### config.mk
export PLATFORM = sky130hd
export DESIGN_NAME = cobs_frame_decoder
export DESIGN_NICKNAME = d
export VERILOG_FILES = /design/src/sv/cobs_pkg.sv /design/src/sv/cobs_step.sv /design/src/sv/cobs_frame_decoder.sv
export SDC_FILE = /design/constraint.sdc
export NUM_CORES = 1
export LEC_CHECK = 0
export BUFFER_PORTS_ARGS = -buffer_cell sky130_fd_sc_hd__buf_2
export CAP_MARGIN = 10
export CORE_UTILIZATION = 63
export CTS_CLUSTER_DIAMETER = 100
export DETAILED_ROUTE_END_ITERATION = 8
export PLACE_DENSITY = 0.86
export SYNTH_ARGS = -nofsm -noshare
export SYNTH_HDL_FRONTEND = slang
export SYNTH_HIERARCHICAL = 1
export SYNTH_SLANG_ARGS = --single-unit
### constraint.sdc
create_clock -name clk -period 4.4 [get_ports clk]
set_clock_uncertainty 0.1 [all_clocks]
set_input_delay 0 -clock clk [delete_from_list [all_inputs] [get_ports clk]]
set_output_delay 0 -clock clk [all_outputs]
set_load 0.05 [all_outputs]
### src/sv/cobs_pkg.sv
// ----------------------------------------------------------------------------
// cobs_pkg: shared types for the COBS frame decoder
// Frame state, status codes and per-byte result bundle used by the top level
// and the byte step logic.
// ----------------------------------------------------------------------------
package cobs_pkg;

  // Width of the capacity register, the byte counter and the length field
  localparam int CNT_W = 13;

  // Capacity after reset
  localparam logic [CNT_W-1:0] CAP_RESET = 13'd4096;

  // Code byte that opens a full block with no trailing zero
  localparam logic [7:0] CODE_FULL = 8'hFF;
  localparam logic [7:0] BYTE_ZERO = 8'h00;

  // Frame status reported on the last byte
  typedef enum logic [1:0] {
    ST_OK        = 2'd0,
    ST_ZERO_CODE = 2'd1,
    ST_OVERRUN   = 2'd2,
    ST_CAPACITY  = 2'd3
  } cobs_status_t;

  // Decoder state carried between bytes of a frame
  typedef struct packed {
    logic [7:0]       bytes_left;
    logic             expect_code;
    logic             first_block;
    logic             previous_code_full;
    logic [CNT_W-1:0] produced_count;
    cobs_status_t     committed_status;
    logic             pending_capacity_error;
  } cobs_state_t;

  // State at reset and after every frame end
  localparam cobs_state_t STATE_CLEAR = '{
    bytes_left:             8'd0,
    expect_code:            1'b1,
    first_block:            1'b1,
    previous_code_full:     1'b0,
    produced_count:         '0,
    committed_status:       ST_OK,
    pending_capacity_error: 1'b0
  };

  // Result of one decoded byte
  typedef struct packed {
    logic [7:0]       out_byte;
    logic             byte_valid;
    logic             frame_done;
    cobs_status_t     status;
    logic [CNT_W-1:0] decoded_length;
  } cobs_result_t;

endpackage

### src/sv/cobs_step.sv
// ----------------------------------------------------------------------------
// cobs_step: next-state and result logic for one encoded byte
// Purely combinational; the caller holds the state and result registers.
// ----------------------------------------------------------------------------
module cobs_step
  import cobs_pkg::*;
(
  input  cobs_state_t       state,
  input  logic [7:0]        in_byte,
  input  logic              frame_end,
  input  logic [CNT_W-1:0]  limit,
  output cobs_state_t       state_next,
  output cobs_result_t      result
);

  always_comb begin
    cobs_state_t  s;
    cobs_result_t r;
    logic         cap_hit;

    s       = state;
    r       = '0;
    r.status = ST_OK;
    cap_hit = (state.produced_count >= limit);

    if (state.committed_status == ST_OK) begin
      if (state.expect_code) begin
        // restored zero of the previous block, unless it was a full block
        if (!state.first_block && !state.previous_code_full) begin
          if (cap_hit) begin
            s.committed_status = ST_CAPACITY;
          end else begin
            s.produced_count = state.produced_count + 1'b1;
            r.out_byte       = BYTE_ZERO;
            r.byte_valid     = 1'b1;
          end
        end
        // new code byte
        if (s.committed_status == ST_OK) begin
          if (in_byte == BYTE_ZERO) begin
            s.committed_status = ST_ZERO_CODE;
          end else begin
            s.first_block        = 1'b0;
            s.previous_code_full = (in_byte == CODE_FULL);
            s.bytes_left         = in_byte - 8'd1;
            s.expect_code        = (in_byte == 8'd1);
          end
        end
      end else begin
        // data byte inside a block; capacity error waits for block end
        if (!state.pending_capacity_error) begin
          if (cap_hit) begin
            s.pending_capacity_error = 1'b1;
          end else begin
            s.produced_count = state.produced_count + 1'b1;
            r.out_byte       = in_byte;
            r.byte_valid     = 1'b1;
          end
        end
        s.bytes_left = state.bytes_left - 8'd1;
        if (s.bytes_left == 8'd0) begin
          s.expect_code = 1'b1;
          if (s.pending_capacity_error) begin
            s.committed_status = ST_CAPACITY;
          end
        end
      end
    end

    // frame end: report status and length, then start over
    if (frame_end) begin
      r.frame_done = 1'b1;
      if (s.committed_status != ST_OK) begin
        r.status = s.committed_status;
      end else if (!s.expect_code) begin
        r.status = ST_OVERRUN;
      end else begin
        r.status         = ST_OK;
        r.decoded_length = s.produced_count;
      end
      s = STATE_CLEAR;
    end

    state_next = s;
    result     = r;
  end

endmodule

### src/sv/cobs_frame_decoder.sv
// ----------------------------------------------------------------------------
// cobs_frame_decoder: streaming COBS frame decoder, one byte per transaction
// Decodes encoded bytes, restores zeros, checks capacity and reports the
// frame status and decoded length on the last byte of each frame.
// ----------------------------------------------------------------------------
//  channel  dir  handshake          payload
//  s_*      in   s_tvalid/s_tready  tdata[7:0] in_byte, tlast frame_end
//  m_*      out  m_tvalid/m_tready  tdata out_byte/decoded_length, tuser
//                                   byte_valid/status, tlast frame_done
//  cfg_*    in   cfg_wr_en          cfg_wr_data out_capacity
//
//  One byte per cycle sustained while m_tready is high: an input register
//  feeds the byte step logic and the result register; the frame state updates
//  in that same cycle. Each result passes the input and the result register.
//  rst is synchronous: frame state clears and the capacity returns to 4096.
//  A stall on m_tready holds the result and the waiting input byte.
// ----------------------------------------------------------------------------
module cobs_frame_decoder
  import cobs_pkg::*;
#(
  parameter int unsigned MAX_OUT_BYTES = 4096
) (
  input  logic              clk,
  input  logic              rst,
  // configuration
  input  logic              cfg_wr_en,
  input  logic [CNT_W-1:0]  cfg_wr_data,   // out_capacity
  // encoded byte stream
  input  logic              s_tvalid,
  output logic              s_tready,
  input  logic [7:0]        s_tdata,       // [7:0] in_byte
  input  logic              s_tlast,       // frame_end
  // decoded byte stream
  output logic              m_tvalid,
  input  logic              m_tready,
  output logic [23:0]       m_tdata,       // [7:0] out_byte, [20:8] decoded_length
  output logic [2:0]        m_tuser,       // [0] byte_valid, [2:1] status
  output logic              m_tlast        // frame_done
);

  localparam int LIM_W = 17;

  logic [CNT_W-1:0] out_capacity;
  logic [CNT_W-1:0] limit;

  logic             in_valid;
  logic [7:0]       in_byte;
  logic             in_last;

  cobs_state_t      state;
  cobs_state_t      state_next;
  cobs_result_t     step_result;
  cobs_result_t     res;
  logic             res_valid;
  logic             advance;

  // capacity register
  always_ff @(posedge clk) begin
    if (rst) begin
      out_capacity <= CAP_RESET;
    end else if (cfg_wr_en) begin
      out_capacity <= cfg_wr_data;
    end
  end

  // limit in force is the smaller of the register and MAX_OUT_BYTES
  assign limit = ({{(LIM_W-CNT_W){1'b0}}, out_capacity} > LIM_W'(MAX_OUT_BYTES))
               ? CNT_W'(MAX_OUT_BYTES) : out_capacity;

  // pipeline control
  assign advance  = in_valid && (!res_valid || m_tready);
  assign s_tready = !in_valid || advance;

  // input register
  always_ff @(posedge clk) begin
    if (rst) begin
      in_valid <= 1'b0;
    end else if (s_tready) begin
      in_valid <= s_tvalid;
    end
  end

  always_ff @(posedge clk) begin
    if (s_tready && s_tvalid) begin
      in_byte <= s_tdata;
      in_last <= s_tlast;
    end
  end

  cobs_step u_step (
    .state      (state),
    .in_byte    (in_byte),
    .frame_end  (in_last),
    .limit      (limit),
    .state_next (state_next),
    .result     (step_result)
  );

  // frame state
  always_ff @(posedge clk) begin
    if (rst) begin
      state <= STATE_CLEAR;
    end else if (advance) begin
      state <= state_next;
    end
  end

  // result register
  always_ff @(posedge clk) begin
    if (rst) begin
      res_valid <= 1'b0;
    end else if (advance) begin
      res_valid <= 1'b1;
    end else if (m_tready) begin
      res_valid <= 1'b0;
    end
  end

  always_ff @(posedge clk) begin
    if (advance) begin
      res <= step_result;
    end
  end

  assign m_tvalid = res_valid;
  assign m_tdata  = {3'b000, res.decoded_length, res.out_byte};
  assign m_tuser  = {res.status, res.byte_valid};
  assign m_tlast  = res.frame_done;

  // a result without a decoded byte carries a zero byte
  assert property (@(posedge clk) disable iff (rst)
    m_tvalid && !m_tuser[0] |-> m_tdata[7:0] == 8'd0)
    else $error("out_byte nonzero without byte_valid");

  // status is reported only on the frame's last byte
  assert property (@(posedge clk) disable iff (rst)
    m_tvalid && !m_tlast |-> m_tuser[2:1] == ST_OK)
    else $error("status set before frame end");

  // length only with a good frame end
  assert property (@(posedge clk) disable iff (rst)
    m_tvalid && (!m_tlast || m_tuser[2:1] != ST_OK) |-> m_tdata[20:8] == '0)
    else $error("decoded_length set without good frame end");

  // after a frame end the state is back at its start values
  assert property (@(posedge clk) disable iff (rst)
    advance && in_last |=> state == STATE_CLEAR)
    else $error("frame state not cleared at frame end");

endmodule

==> results summary <==
The flow ran to the end, and the final reports show no timing, DRC or antenna violations. The longest individual stage delay on the worst path came out at 0.63 ns. Synthesis produced a netlist whose cell count is 495. The count of nets left with antenna violations once routing finished came out at 0. The total power divided by cell area is 296 nW/um^2. Among all stages on the critical path, the largest delay is contributed by sky130_fd_sc_hd__dfxtp_1. The initial antenna violation count was 0. The number of unique standard cell types used by synthesis came out at 62. Walking the worst path, the cells encountered are nor2b_1 -> inv_1 -> ha_1 -> a21oi_1 -> o21ai_0 -> a22o_1 -> a31o_4 -> or2_1 -> or4_1 -> a21oi_1 -> nand2b_1 -> mux2i_1.

The average via count per standard cell came out at 5.83. The worst endpoint required time came out at 4.57 ns. The detailed placer's ending HPWL is 6240 um. The die height is 87.5 um. The number of filler instances in the final layout came out at 482.

The post-synthesis instance area came out at 4600 um^2. 57 I/O pins were placed. The global placer's final weighted congestion is 0.902. The proportion of register bits with asynchronous set or reset after synthesis is 0. The slew at the pin closest to its max-slew limit is 0.994 ns. The total of cells resized after clock tree synthesis is 0. The count of vias placed by the detailed router is 3814. The global-route wire length before repair came out at 17000 um. Across the run, the number of max-cap violations was 0.

Setup repair after global routing left no endpoint under its margin. By startpoint and endpoint, the worst setup path is classified as reg -> reg. The worst path arrival time is 3.55 ns. Global routing finished with a remaining overflow of 0. The number of sinks on the clock net came out at 76. The CTS root buffer is sky130_fd_sc_hd__clkbuf_8. The final antenna diode count is 0. The maximum root-to-sink buffer count is 2. The final number of max-transition violations came to 0.

The clock latency on the worst-skew pair is 0.36 ns. STA classifies the critical path startpoint as a flip-flop. The number of global-route vias before repair came to 3662. The maximum level of the CTS H-tree came out at 3. The number of remaining DRC errors is 0. The placeable core area came out at 6940 um^2.

The first-pass iteration count of the detailed router is 5. The average detailed-routed wire length per instance came out at 15.4 um. The count of endpoints failing hold in the final timing report is 0.

Among cell families on the critical path, the largest total delay comes from simple AND/OR/NAND/NOR gates. The synthesized design spends more area on one cell type than any other, namely sky130_fd_sc_hd__edfxtp_1. The die outline width came out at 87.5 um. Dividing the final minimum period by the clock period gives 0.769. The floorplan has 30 rows. The area taken by multi-input logic gates is 2470 um^2. The share of cells above drive strength 1 came out at 0.151. The maximum fanout along the worst path is 14. The worst setup path is captured at a flip-flop. The sequential fraction of the synthesis area came out at 0.404. In the synthesized netlist the dominant register cell turns out to be sky130_fd_sc_hd__dfxtp_1.

The post-route standard cell area excluding fillers is 5260 um^2. After synthesis the netlist holds a flip-flop and latch count of 76. The highest clock frequency the design can meet is 296 MHz. The share of the synthesized area in the top cell type is 0.222. Counting I/O delays and the setup requirement, the final critical path takes 3.38 ns.

The combined flip-flop and latch cell area is 1860 um^2. IR analysis of the VDD net gives a maximum drop of 0.000225 V. The worst hold slack after final layout came out at 0.0463 ns. The sum of negative setup slack is 0 ns.

The combined buffer and inverter count along the critical path is 1. By instance count, the cell type seen most on the critical path is sky130_fd_sc_hd__a21oi_1. TritonCTS built the clock tree. The pin count of the biggest net entering global routing came out at 70.

For this block, the initial DRC count from the detailed router was 432. Each instance of the synthesized netlist takes up on average 9.30 um^2. By area the synthesized netlist is led by sky130_fd_sc_hd__edfxtp_1, sky130_fd_sc_hd__dfxtp_1, sky130_fd_sc_hd__mux2i_1. The worst pin sits at a relative slew slack of 0.335. The number of enable-type register cells in the synthesized netlist is 34. The min-delay analysis places its worst path in the category in -> reg.

The clock buffer count from CTS is 9. The area of placed instances is 4820 um^2. The starting utilization of the core area is 0.663. Wires add up to 10100 um. The count of buffers from port buffering came out at 53. The clock transition at the register clock pins on the worst setup and hold paths after CTS is 0.08 ns. The number of warning messages in the yosys log came out at 6.

The leakage power total is 2.06 nW. The combined global-route utilization of all metal layers is 0.288. The die area came out at 7650 um^2. The final layout contains 600 nets. The relative area change from synthesis to final layout is 14.2%. Setup violations remaining at the end of the flow were counted as 0.
==> Yosys cell counts, types with 3 or more instances <==
cell                       count
sky130_fd_sc_hd__and3_1        5
sky130_fd_sc_hd__o21a_1        4
sky130_fd_sc_hd__nand2b_1     53
sky130_fd_sc_hd__a31oi_1       3
sky130_fd_sc_hd__clkbuf_1     17
sky130_fd_sc_hd__ha_1         20
sky130_fd_sc_hd__nor2b_1      14
sky130_fd_sc_hd__o22ai_1       4
sky130_fd_sc_hd__o21ai_0      16
sky130_fd_sc_hd__nand3_1       9
sky130_fd_sc_hd__nor3_1        9
sky130_fd_sc_hd__dfxtp_1      42
sky130_fd_sc_hd__edfxtp_1     34
sky130_fd_sc_hd__a211oi_1      4
sky130_fd_sc_hd__nand2_1      11
sky130_fd_sc_hd__buf_2         8
sky130_fd_sc_hd__nor2_1       62
sky130_fd_sc_hd__inv_1        22
sky130_fd_sc_hd__buf_4         5
sky130_fd_sc_hd__xor2_1       13
sky130_fd_sc_hd__or2_2         3
sky130_fd_sc_hd__a21oi_1      18
sky130_fd_sc_hd__mux2i_1      45
sky130_fd_sc_hd__nand4_1      14
sky130_fd_sc_hd__and2_1        7
sky130_fd_sc_hd__nor4_1        6
==> tightest hold or removal path, stage by stage <==
cell and delay [ns]:
sky130_fd_sc_hd__buf_2 0.23, sky130_fd_sc_hd__mux2i_1 0.16, sky130_fd_sc_hd__nor2_1 0.07
==> kinds of logic after synthesis <==
group / synth area share
compound gates: 0.101
xor+xnor: 0.0285
fa+ha+maj: 0.0543
buf+inv: 0.0622
flops: 0.404
mux: 0.0978
other cells: 0.000814
simple gates: 0.251
==> final cells by class <==
class | count | area share
clock inverter | 5 | 0.0102
multi-input combinational | 363 | 0.470
sequential | 76 | 0.354
timing repair buffer | 81 | 0.102
clock buffer | 11 | 0.0250
inverter | 22 | 0.0157
tap | 96 | 0.0229
==> metal layers <==
layer  share of wire  global-route usage
met1            0.46               0.386
met2            0.46               0.454
met3           0.063              0.0597
met4           0.022               0.119
met5               0                   0
==> repair_timing <==
item,CTS,global route
endpoints found under the hold margin,24,0
hold buffers,25,0
buffers inserted,0,0
==> path summary, 6_finish.rpt <==
check                                 startpoint               to  slack, ns  cells past startpoint
worst min register to register   out_capacity[8]  out_capacity[8]       0.39                      2
worst max register to register  out_capacity[12]        state[16]       1.02                     12
worst min-delay path                   cfg_wr_en  out_capacity[5]       0.05                      3
worst max-delay path            out_capacity[12]        state[16]       1.02                     12
==> metrics by stage <==
step / utilization / power [W] / worst slack (ns) / std cells
global placement: 0.694 / 0.00102 / 1.28 / 613
CTS: 0.757 / 0.00155 / 1.15 / 654
floorplan: - / 0.000982 / 1.42 / 497
global route: 0.757 / 0.00161 / 0.791 / 654
detailed placement: 0.694 / 0.00103 / 1.17 / 613
finish: 0.757 / 0.00155 / 1.02 / 654
==> power by group <==
part	switching (W)	total (W)	internal (W)
Combinational	0.000145	0.000241	0.0000952
Clock	0.000260	0.000519	0.000260
Sequential	0.0000287	0.000794	0.000766
Total	0.000434	0.00155	0.00112
==> flip-flops by register name, summed over array words and instances (netlist names) <==
signal	flops
state	27
in_valid	1
m_tlast	1
out_capacity	13
m_tuser	3
in_byte	8
m_tdata	21
m_tvalid	1
in_last	1
==> placed cells by master, fill, tap and decap left out, drive strengths merged, types with 3 or more instances in the layout <==
cell	count
nand2b	53
a31oi	3
o21ai	18
nor2b	16
ha	20
a21oi	20
nand3	9
a211oi	4
clkbuf	11
and3	5
xor2	13
a21o	3
buf	56
nand4	14
conb	3
nor3b	3
dlygate4sd3	25
and4	3
nand2	11
nor2	62
o21a	4
o22ai	4
and2	7
inv	22
edfxtp	34
nor3	9
mux2i	45
or2	4
dfxtp	42
nor4	7
Power figures use the tool's default switching activity.
